--- src/rtl/owm_pkg.sv ---
// Shared types, codes and constants for the one-wire bus master timing unit.
// No dependencies; imported by every module of the block.
package owm_pkg;

	localparam int TICK_W  = 10;
	localparam int REG_W   = 10;
	localparam int NUM_REGS = 8;
	localparam int REG_IDX_W = 4;

	// Fixed slot timings, in ticks
	localparam logic [TICK_W:0] RESET_RECOVERY_US = 11'd20;
	localparam logic [TICK_W:0] READ_TAIL_US      = 11'd40;

	// Operating modes
	localparam logic [1:0] MODE_IDLE  = 2'd0;
	localparam logic [1:0] MODE_RESET = 2'd1;
	localparam logic [1:0] MODE_WRITE = 2'd2;
	localparam logic [1:0] MODE_READ  = 2'd3;

	// Item kinds
	localparam logic [1:0] KIND_TICK = 2'd0;

	// Reset phases
	localparam logic [1:0] PH_LOW      = 2'd0;
	localparam logic [1:0] PH_RECOVER  = 2'd1;
	localparam logic [1:0] PH_PRESENCE = 2'd2;

	// Read phases
	localparam logic [1:0] PH_SLOT = 2'd0;
	localparam logic [1:0] PH_TAIL = 2'd1;

	// Register indexes
	localparam logic [2:0] REG_RESET_LOW      = 3'd0;
	localparam logic [2:0] REG_PRES_TIMEOUT   = 3'd1;
	localparam logic [2:0] REG_PRES_LOW_LIMIT = 3'd2;
	localparam logic [2:0] REG_WRITE_ONE_LOW  = 3'd3;
	localparam logic [2:0] REG_WRITE_ZERO_LOW = 3'd4;
	localparam logic [2:0] REG_WRITE_SLOT     = 3'd5;
	localparam logic [2:0] REG_READ_LOW       = 3'd6;
	localparam logic [2:0] REG_READ_SAMPLE    = 3'd7;

	localparam logic [REG_W-1:0] REG_RESET_VAL [NUM_REGS] = '{
		10'd500, 10'd200, 10'd225, 10'd5, 10'd60, 10'd65, 10'd2, 10'd7
	};

	typedef struct packed {
		logic [REG_W-1:0] reset_low;
		logic [REG_W-1:0] presence_timeout;
		logic [REG_W-1:0] presence_low_limit;
		logic [REG_W-1:0] write_one_low;
		logic [REG_W-1:0] write_zero_low;
		logic [REG_W-1:0] write_slot;
		logic [REG_W-1:0] read_low;
		logic [REG_W-1:0] read_sample;
	} owm_cfg_t;

	typedef struct packed {
		logic [1:0]        mode;
		logic [1:0]        phase;
		logic [TICK_W-1:0] tick_count;
		logic [2:0]        bit_index;
		logic [7:0]        shift_byte;
		logic              saw_low;
	} owm_state_t;

	typedef struct packed {
		logic       drive_low;
		logic       done_res;
		logic [7:0] read_data;
		logic       presence_error;
		logic       rejected;
		logic       busy_res;
	} owm_result_t;

endpackage

--- src/rtl/owm_cfg_regs.sv ---
// Configuration register file of the one-wire bus master timing unit.
// Depends on owm_pkg.
module owm_cfg_regs
	import owm_pkg::*;
(
	input  logic                 clk,
	input  logic                 arst_n,
	input  logic                 wr_en,
	input  logic [REG_IDX_W-1:0] wr_index,
	input  logic [REG_W-1:0]     wr_data,
	output owm_cfg_t             cfg
);

	logic [REG_W-1:0] regs_q [NUM_REGS];

	// Indexes past the list are dropped
	always_ff @(posedge clk or negedge arst_n) begin
		if (!arst_n) begin
			for (int i = 0; i < NUM_REGS; i++) regs_q[i] <= REG_RESET_VAL[i];
		end else if (wr_en && (wr_index[REG_IDX_W-1] == 1'b0)) begin
			regs_q[wr_index[2:0]] <= wr_data;
		end
	end

	always_comb begin
		cfg.reset_low          = regs_q[REG_RESET_LOW];
		cfg.presence_timeout   = regs_q[REG_PRES_TIMEOUT];
		cfg.presence_low_limit = regs_q[REG_PRES_LOW_LIMIT];
		cfg.write_one_low      = regs_q[REG_WRITE_ONE_LOW];
		cfg.write_zero_low     = regs_q[REG_WRITE_ZERO_LOW];
		cfg.write_slot         = regs_q[REG_WRITE_SLOT];
		cfg.read_low           = regs_q[REG_READ_LOW];
		cfg.read_sample        = regs_q[REG_READ_SAMPLE];
	end

endmodule

--- src/rtl/owm_step.sv ---
// Next-state and result logic for one item of the one-wire bus master.
// Depends on owm_pkg.
module owm_step
	import owm_pkg::*;
(
	input  owm_cfg_t    cfg,
	input  owm_state_t  cur,
	input  logic [1:0]  kind,
	input  logic [7:0]  write_data,
	input  logic        line_in,
	output owm_state_t  nxt,
	output owm_result_t res
);

	logic [TICK_W:0]  tick_inc;
	logic [REG_W-1:0] low_time;
	logic             finish;
	logic             last_bit;

	always_comb begin
		tick_inc = {1'b0, cur.tick_count} + 11'd1;
		low_time = cur.shift_byte[0] ? cfg.write_one_low : cfg.write_zero_low;
		last_bit = (cur.bit_index == 3'd7);
		finish   = 1'b0;
		nxt      = cur;
		res      = '0;

		if (kind != KIND_TICK) begin
			if (cur.mode != MODE_IDLE) begin
				res.rejected = 1'b1;
			end else begin
				nxt.mode       = kind;
				nxt.phase      = '0;
				nxt.tick_count = '0;
				nxt.bit_index  = '0;
				nxt.saw_low    = 1'b0;
				nxt.shift_byte = (kind == MODE_WRITE) ? write_data : 8'd0;
			end
		end else begin
			unique case (cur.mode)
				MODE_RESET: begin
					if (cur.phase == PH_LOW) begin
						res.drive_low  = 1'b1;
						nxt.tick_count = tick_inc[TICK_W-1:0];
						if (tick_inc >= {1'b0, cfg.reset_low}) begin
							nxt.phase      = PH_RECOVER;
							nxt.tick_count = '0;
						end
					end else if (cur.phase == PH_RECOVER) begin
						nxt.tick_count = tick_inc[TICK_W-1:0];
						if (tick_inc >= RESET_RECOVERY_US) begin
							nxt.phase      = PH_PRESENCE;
							nxt.tick_count = '0;
						end
					end else if (!cur.saw_low) begin
						if (!line_in) begin
							nxt.saw_low    = 1'b1;
							nxt.tick_count = 10'd1;
							if (cfg.presence_low_limit <= 10'd1) begin
								finish             = 1'b1;
								res.presence_error = 1'b1;
							end
						end else begin
							nxt.tick_count = tick_inc[TICK_W-1:0];
							if (tick_inc >= {1'b0, cfg.presence_timeout}) begin
								finish             = 1'b1;
								res.presence_error = 1'b1;
							end
						end
					end else begin
						if (line_in) begin
							finish = 1'b1;
						end else begin
							nxt.tick_count = tick_inc[TICK_W-1:0];
							if (tick_inc >= {1'b0, cfg.presence_low_limit}) begin
								finish             = 1'b1;
								res.presence_error = 1'b1;
							end
						end
					end
				end
				MODE_WRITE: begin
					res.drive_low  = (cur.tick_count < low_time);
					nxt.tick_count = tick_inc[TICK_W-1:0];
					if (tick_inc >= {1'b0, cfg.write_slot}) begin
						nxt.shift_byte = {1'b0, cur.shift_byte[7:1]};
						nxt.tick_count = '0;
						nxt.phase      = '0;
						if (last_bit) finish = 1'b1;
						else nxt.bit_index = cur.bit_index + 3'd1;
					end
				end
				MODE_READ: begin
					if (cur.phase == PH_SLOT) begin
						res.drive_low = (cur.tick_count < cfg.read_low);
						if (cur.tick_count >= cfg.read_sample) begin
							nxt.shift_byte = {line_in, cur.shift_byte[7:1]};
							nxt.phase      = PH_TAIL;
							nxt.tick_count = '0;
						end else begin
							nxt.tick_count = tick_inc[TICK_W-1:0];
						end
					end else begin
						nxt.tick_count = tick_inc[TICK_W-1:0];
						if (tick_inc >= READ_TAIL_US) begin
							nxt.tick_count = '0;
							nxt.phase      = '0;
							if (last_bit) begin
								finish        = 1'b1;
								res.read_data = cur.shift_byte;
							end else begin
								nxt.bit_index = cur.bit_index + 3'd1;
							end
						end
					end
				end
				default: begin
					// idle tick: release the line
				end
			endcase
		end

		if (finish) begin
			res.done_res   = 1'b1;
			nxt.mode       = MODE_IDLE;
			nxt.phase      = '0;
			nxt.tick_count = '0;
			nxt.bit_index  = '0;
			nxt.saw_low    = 1'b0;
		end

		res.busy_res = (nxt.mode != MODE_IDLE);
	end

endmodule

--- src/rtl/one_wire_master_timing_unit.sv ---
// Top level of the one-wire bus master timing unit: stream ports, sequencer
// state register and result register. Depends on owm_pkg, owm_cfg_regs, owm_step.
//
//  channel | direction | handshake           | payload
//  --------+-----------+---------------------+------------------------------------
//  s_      | in        | s_tvalid / s_tready | s_tuser kind, s_tdata byte + line
//  m_      | out       | m_tvalid / m_tready | m_tdata result, m_tlast done
//  cfg_    | in        | cfg_valid/cfg_ready | cfg_index, cfg_data (10-bit reg)
//
// Cycles: one request per clock unless the output stalls; its result appears
// in the output register on the next cycle. The only loop is the sequencer state
// register feeding the combinational step logic, so a tick or command can enter
// on every unstalled clock. Reset: arst_n clears the sequencer to idle, empties
// the output register and loads the register defaults. Stalls: a new request is
// taken whenever the output register is empty or being drained in the same cycle.
module one_wire_master_timing_unit
	import owm_pkg::*;
(
	input  logic                 clk,
	input  logic                 arst_n,
	// request stream
	input  logic                 s_tvalid,
	output logic                 s_tready,
	input  logic [15:0]          s_tdata,   // [7:0] write_data, [8] line_in, rest zero
	input  logic [1:0]           s_tuser,   // [1:0] kind
	// result stream
	output logic                 m_tvalid,
	input  logic                 m_tready,
	output logic [15:0]          m_tdata,   // [0] drive_low, [8:1] read_data,
	                                        // [9] presence_error, [10] rejected,
	                                        // [11] busy_res, rest zero
	output logic                 m_tlast,   // done_res
	// configuration writes
	input  logic                 cfg_valid,
	output logic                 cfg_ready,
	input  logic [REG_IDX_W-1:0] cfg_index,
	input  logic [REG_W-1:0]     cfg_data
);

	owm_cfg_t    cfg;
	owm_state_t  state_q;
	owm_state_t  state_nxt;
	owm_result_t res_nxt;
	owm_result_t res_q;
	logic        m_valid_q;
	logic        s_accept;

	assign cfg_ready = 1'b1;

	owm_cfg_regs u_cfg (
		.clk      (clk),
		.arst_n   (arst_n),
		.wr_en    (cfg_valid),
		.wr_index (cfg_index),
		.wr_data  (cfg_data),
		.cfg      (cfg)
	);

	owm_step u_step (
		.cfg        (cfg),
		.cur        (state_q),
		.kind       (s_tuser),
		.write_data (s_tdata[7:0]),
		.line_in    (s_tdata[8]),
		.nxt        (state_nxt),
		.res        (res_nxt)
	);

	// Take a request when the result slot is free or emptying this cycle
	assign s_tready = !m_valid_q || m_tready;
	assign s_accept = s_tvalid && s_tready;

	// Advance the sequencer only on an accepted request
	always_ff @(posedge clk or negedge arst_n) begin
		if (!arst_n) begin
			state_q <= '0;
		end else if (s_accept) begin
			state_q <= state_nxt;
		end
	end

	always_ff @(posedge clk or negedge arst_n) begin
		if (!arst_n) begin
			m_valid_q <= 1'b0;
		end else if (s_accept) begin
			m_valid_q <= 1'b1;
		end else if (m_tready) begin
			m_valid_q <= 1'b0;
		end
	end

	// Result payload: hold while stalled, no reset needed
	always_ff @(posedge clk) begin
		if (s_accept) res_q <= res_nxt;
	end

	assign m_tvalid = m_valid_q;
	assign m_tlast  = res_q.done_res;
	assign m_tdata  = {4'd0, res_q.busy_res, res_q.rejected, res_q.presence_error,
		res_q.read_data, res_q.drive_low};

endmodule

--- config.mk ---
export PLATFORM = sky130hd
export DESIGN_NAME = one_wire_master_timing_unit
export DESIGN_NICKNAME = d
export VERILOG_FILES = /design/src/rtl/owm_pkg.sv /design/src/rtl/owm_cfg_regs.sv /design/src/rtl/owm_step.sv /design/src/rtl/one_wire_master_timing_unit.sv
export SDC_FILE = /design/constraint.sdc
export NUM_CORES = 1
export LEC_CHECK = 0
export BUFFER_PORTS_ARGS = -buffer_cell sky130_fd_sc_hd__buf_2
export CAP_MARGIN = 5
export CORE_MARGIN = 2
export CORE_UTILIZATION = 30
export CTS_BUF_LIST = sky130_fd_sc_hd__clkbuf_16
export CTS_CLUSTER_SIZE = 10
export DETAILED_ROUTE_END_ITERATION = 10
export PLACE_DENSITY_LB_ADDON = 0.08
export SLEW_MARGIN = 30
export SYNTH_ARGS = -nofsm -noshare
export SYNTH_HDL_FRONTEND = slang
export SYNTH_HIERARCHICAL = 1
export SYNTH_SLANG_ARGS = --single-unit
--- constraint.sdc ---
create_clock -name clk -period 4.4 [get_ports clk]
set_input_delay 0.44 -clock clk [delete_from_list [all_inputs] [get_ports clk]]
set_output_delay 0.44 -clock clk [all_outputs]
set_load 0.02 [all_outputs]
After elaboration in Yosys (flattened, before gate mapping):

Cells that the tools add are included.

* register bits: 120
* input bits: 37
* logic and storage cells: 141

* add/sub/neg operators: 2
* order comparisons: 12
* equal/unequal tests: 22
* multiplexer cells: 57
* bitwise gates (word level): 6
* reduce and logical (&&, ||, !) cells: 21

Operator list (number)
* 80-bit bitwise mux: 1
* 10-bit 2-to-1 mux: 7
* 12-bit 2-to-1 mux: 4
* 11-bit by 10-bit greater-or-equal comparator with 1-bit output: 4
* 12-bit one-hot mux with 3 select lines: 1
* 10-bit demux with 3-bit select: 1
* 1-bit 2-to-1 mux: 27
* 26-bit 2-to-1 mux: 1
* 24-bit 2-to-1 mux: 1
* 8-bit 2-to-1 mux: 3
* 23-bit 2-to-1 mux: 1
* 11-bit one-hot mux with 2 select lines: 1
* 10-bit less-than comparator: 2
* 17-bit 2-to-1 mux: 1
* 15-bit 2-to-1 mux: 1
* 3-bit by 1-bit inequality test with 1-bit output, second input constant: 5
* 5-bit by 1-bit inequality test with 1-bit output, second input constant: 3
* 6-bit AND reduction: 2
* 10-bit by 1-bit adder with 11-bit output, second input constant: 1
* 11-bit by 5-bit greater-or-equal comparator with 1-bit output, second input constant: 1
* 11-bit by 6-bit greater-or-equal comparator with 1-bit output, second input constant: 1
* 10-bit greater-or-equal comparator: 1
* 10-bit by 1-bit <= comparator with 1-bit output, second input constant: 1
* 5-bit by 3-bit inequality test with 1-bit output, second input constant: 2
* other kinds (29): 47

Depth between registers and ports, before layout:

* depth after elaboration: 11
* depth in mapped cells: 17

Modules after synthesis:

Netlist, hierarchy kept.

Modules (own cells, without submodules)
* owm_step: instances 1, cells an instance 510, area each 3514.6 um^2, sequential area each 0.0 um^2
* owm_cfg_regs: instances 1, cells an instance 178, area each 3188.1 um^2, sequential area each 2033.2 um^2
* one_wire_master_timing_unit: instances 1, cells an instance 79, area each 1532.7 um^2, sequential area each 1066.0 um^2

Worst setup path after synthesis:

No wires, ideal clock.

* path type: flip-flop to flip-flop
* start: reg state_q[13] (netlist bit)
* end: reg res_q (netlist bit m_tlast), data pin
* library setup time: 0.251 ns
* data arrival time: 3.549 ns
* setup slack: 0.600 ns
* stages on the path, launching flop included: 17
* cell sequence: dfrtp_1 ha_1 buf_2 nand2_1 nor2_1 nand2_1 xnor2_1 ha_1 and3_1 and3_1 a21oi_1 o221ai_1 maj3_1 a211oi_1 o22ai_1 buf_4 buf_4

RTL lines
* start, declared: line one_wire_master_timing_unit.sv:41 `owm_state_t state_q;`
* start signal, assigned: line one_wire_master_timing_unit.sv:78 `state_q <= state_nxt;`
* end signal, assigned: line one_wire_master_timing_unit.sv:94 `if (s_accept) res_q <= res_nxt;`
* end, declared: line one_wire_master_timing_unit.sv:44 `owm_result_t res_q;`

==> flow_summary.ini <==
[run_status]
run_status = complete, no violations

[clock_network]
postCtsHoldBufs = 0
cts_max_path_buffers = 2
cts_setup_buffers = 0
clock_latency_ps = 430
ctsResizeCount = 0
clkTransAtPathRegs_ps = 60
root_buffer = clkbuf_16
numCtsBuffers = 17
cts_sinks = 120
cts_tree = done
cts.htree.levels = 4

[final_layout]
drive_gt1_share_pct = 31.5
fill_cells = 2690
regArea_sq_um = 3100
syn_to_final_growth_pct = 15.2
finalNetCount = 921
antennaDiodeCount = 0
multi_input_area_sq_um = 4700
final_area_sq_um = 9490

[worst_setup_path]
worstSetupPathType = reg -> reg
path_max_fanout = 14
cp_cell_sequence = ha_1, nand2_1, nor2_1, nand2_1, xnor2_2, ha_1, and3_1, and3_1, a21oi_1, o221ai_1, maj3_1, a211oi_1, o22ai_1, buf_4, a31oi_1, mux2_4
critPathLaunchType = flop
cpMaxStageDelayCell = a211oi_1
cp-end-kind = flop
critPathArrivalTime_ps = 4420
slowest_delay_ps = 480
cp.required_ps = 4760

[floorplanning]
die_h_um = 170
core_area_sq_um = 27000
die_width_um = 170
rows = 60
die-area_sq_um = 28800
start_util_pct = 30.6
pin_count = 57

[grt]
grt_max_degree = 73
grt_pass1_vias = 6337
top_usage_layer = met2
use_met1_pct = 22.1
met3_usage_pct = 2.87
grt_use_total_pct = 17.0
met2_usage_pct = 28.7
antenna_found_initial = 1
grt.overflow.total = 0
grt_pass1_wl_um = 37000

[route]
first_pass_iters = 5
drtAntennaViolNets = 0
drt_iter0_markers = 390
route.detailed.drc = 0
wl_um = 23600
post_drt_wl_per_cell_um = 20.1
avgViaCountPerCell = 5.23
vias = 6141

[sta]
setup_viol = 0
clock-skew-final_ps = 11.0
finalCriticalPeriod_ps = 4060
period_share_pct = 92.2
fmax_mhz = 247
tns_ps = 0
rsz0062_at_grt = no
tightest_slew_ps = 925
hold_viol = 0
final-max-slew-violation-count = 0
whs_ps = 51.9
maxSlewHeadroom_pct = 38.3

[placed_design]
hpwl_um = 17300
dpl_cell_area_sq_um = 8860
io_buffer_count = 44
routabilityCongestion = 0.900

[power_and_ir_drop]
leakage_nw = 4.35
power_mw = 4.56
pwr_density_cell_nw_per_um2 = 481
ir_drop_uv = 233

[synthesis]
ys_warn_count = 6
avgSynthCellArea_sq_um = 10.7
async_reset_ff_share_pct = 89.2
yosys.area.top_type = dfrtp_1
yosysMostFrequentCell = dfrtp_1
ys_types = 89
synth_top_area_share_pct = 24.9
synth_common_cells = dfrtp_1 (82), mux2_2 (68), ha_1 (64), inv_1 (60)
netlist_instances = 767
syn-cell-area_sq_um = 8240
synthFlopType = dfrtp_1
synth_edf_count = 13
ys_ff_latch = 120
synthTopCellsByArea = dfrtp_1 (25%), ha_1 (9.7%), mux2_2 (9.3%), dfstp_2 (8.0%), mux2_4 (7.1%)
yosysSeqAreaShare_pct = 37.6

[run]
drv_cap = 0

[min_path]
hold_class = in -> async
[area by class of cell]
| cell class | instances | share of cell area (%) |
|---|---|---|
| multi-input cells | 551 | 49.6 |
| flip-flops and latches | 120 | 32.7 |
| clock buffers | 18 | 4.75 |
| well taps | 341 | 4.50 |
| repair buffers | 70 | 4.44 |
| inverters | 60 | 2.37 |
| clock inverters | 14 | 1.71 |
[per-stage QoR]
| stage | utilization [%] | std cells | setup slack, ps |
|---|---|---|---|
| 3_3_place_gp | 32.8 | 1142 | 322 |
| 2_1_floorplan | - | 770 | 600 |
| 6_report | 35.2 | 1174 | 345 |
| 4_1_cts | 35.1 | 1174 | 241 |
| 3_5_place_dp | 32.9 | 1142 | 281 |
| 5_1_grt | 35.2 | 1174 | 50.0 |
[per-layer routing]
layer	up-vias	part of all wire (%)
li1	2903	-
met1	3063	47
met2	148	48
met3	25	3.5
met4	2	1.8
met5	-	0.038
[cells by family (layout without fill, tap and decap cells)]
group	after synthesis	in the layout	synth area share, %
compound gates	164	164	13.9
xor+xnor	10	10	1.23
fa+ha+maj	67	67	10.1
buf+inv	99	162	5.68
flops	120	120	37.6
mux	127	127	18.8
other cells	2	5	0.0912
simple gates	178	178	12.5
[worst paths after layout]
kind	from	endpoint	slack (ps)	depth (start not counted)
max	state_q[13]	state_q[14]	340	16
min	arst_n	state_q[9]	50	1
max reg2reg	state_q[13]	state_q[14]	340	16
min reg2reg	u_cfg/cfg[65]	u_cfg/cfg[65]	510	1
max in group asynchronous	arst_n	u_cfg/cfg[33]	3330	2
min in group clk	s_tvalid	m_tvalid	250	2
[cell usage in the layout (no fill, tap or decap), types with 4 or more instances in the layout]
master      n
dfrtp_1    82
mux2_2     68
ha_1       64
inv_1      61
buf_2      43
mux2_4     39
a21oi_1    39
nand2_1    38
nor2_1     27
buf_4      26
nand3_1    26
dfstp_2    25
mux2i_1    20
clkbuf_16  18
o21ai_0    18
nand2b_1   16
o21ai_1    15
edfxtp_1   13
and2_1     13
a21o_1     10
a22oi_1    10
a31oi_1    10
nor3_1      8
and3_1      7
a211oi_1    7
o211ai_1    6
conb_1      5
inv_6       5
xnor2_1     5
o21a_1      5
o22ai_1     4
nor4_1      4
a2bb2oi_1   4
[registers in the layout, indices dropped and copies added, names as in the netlist]
name / cells
u_cfg/cfg: 80
state_q: 26
m_tdata: 12
m_tvalid: 1
m_tlast: 1
[power by group]
part	total (mW)	internal [mW]	switching (mW)	leakage, nW
combinational	1.50	0.716	0.786	2.64
clock	1.48	0.884	0.592	0.299
sequential	1.58	1.39	0.197	1.41
total	4.56	2.99	1.57	4.35
[critical path: cells and delay by family (launching register included)]
family	cells	cell delay [ps]
multiplexers	1	170
XOR/XNOR	1	240
buffers and inverters	1	220
AO/OA/AOI/OAI	5	1110
flip-flops	1	440
adder cells (fa/ha/maj)	3	910
AND/OR/NAND/NOR	5	880
Note: power is estimated with default switching activity, not from simulation.
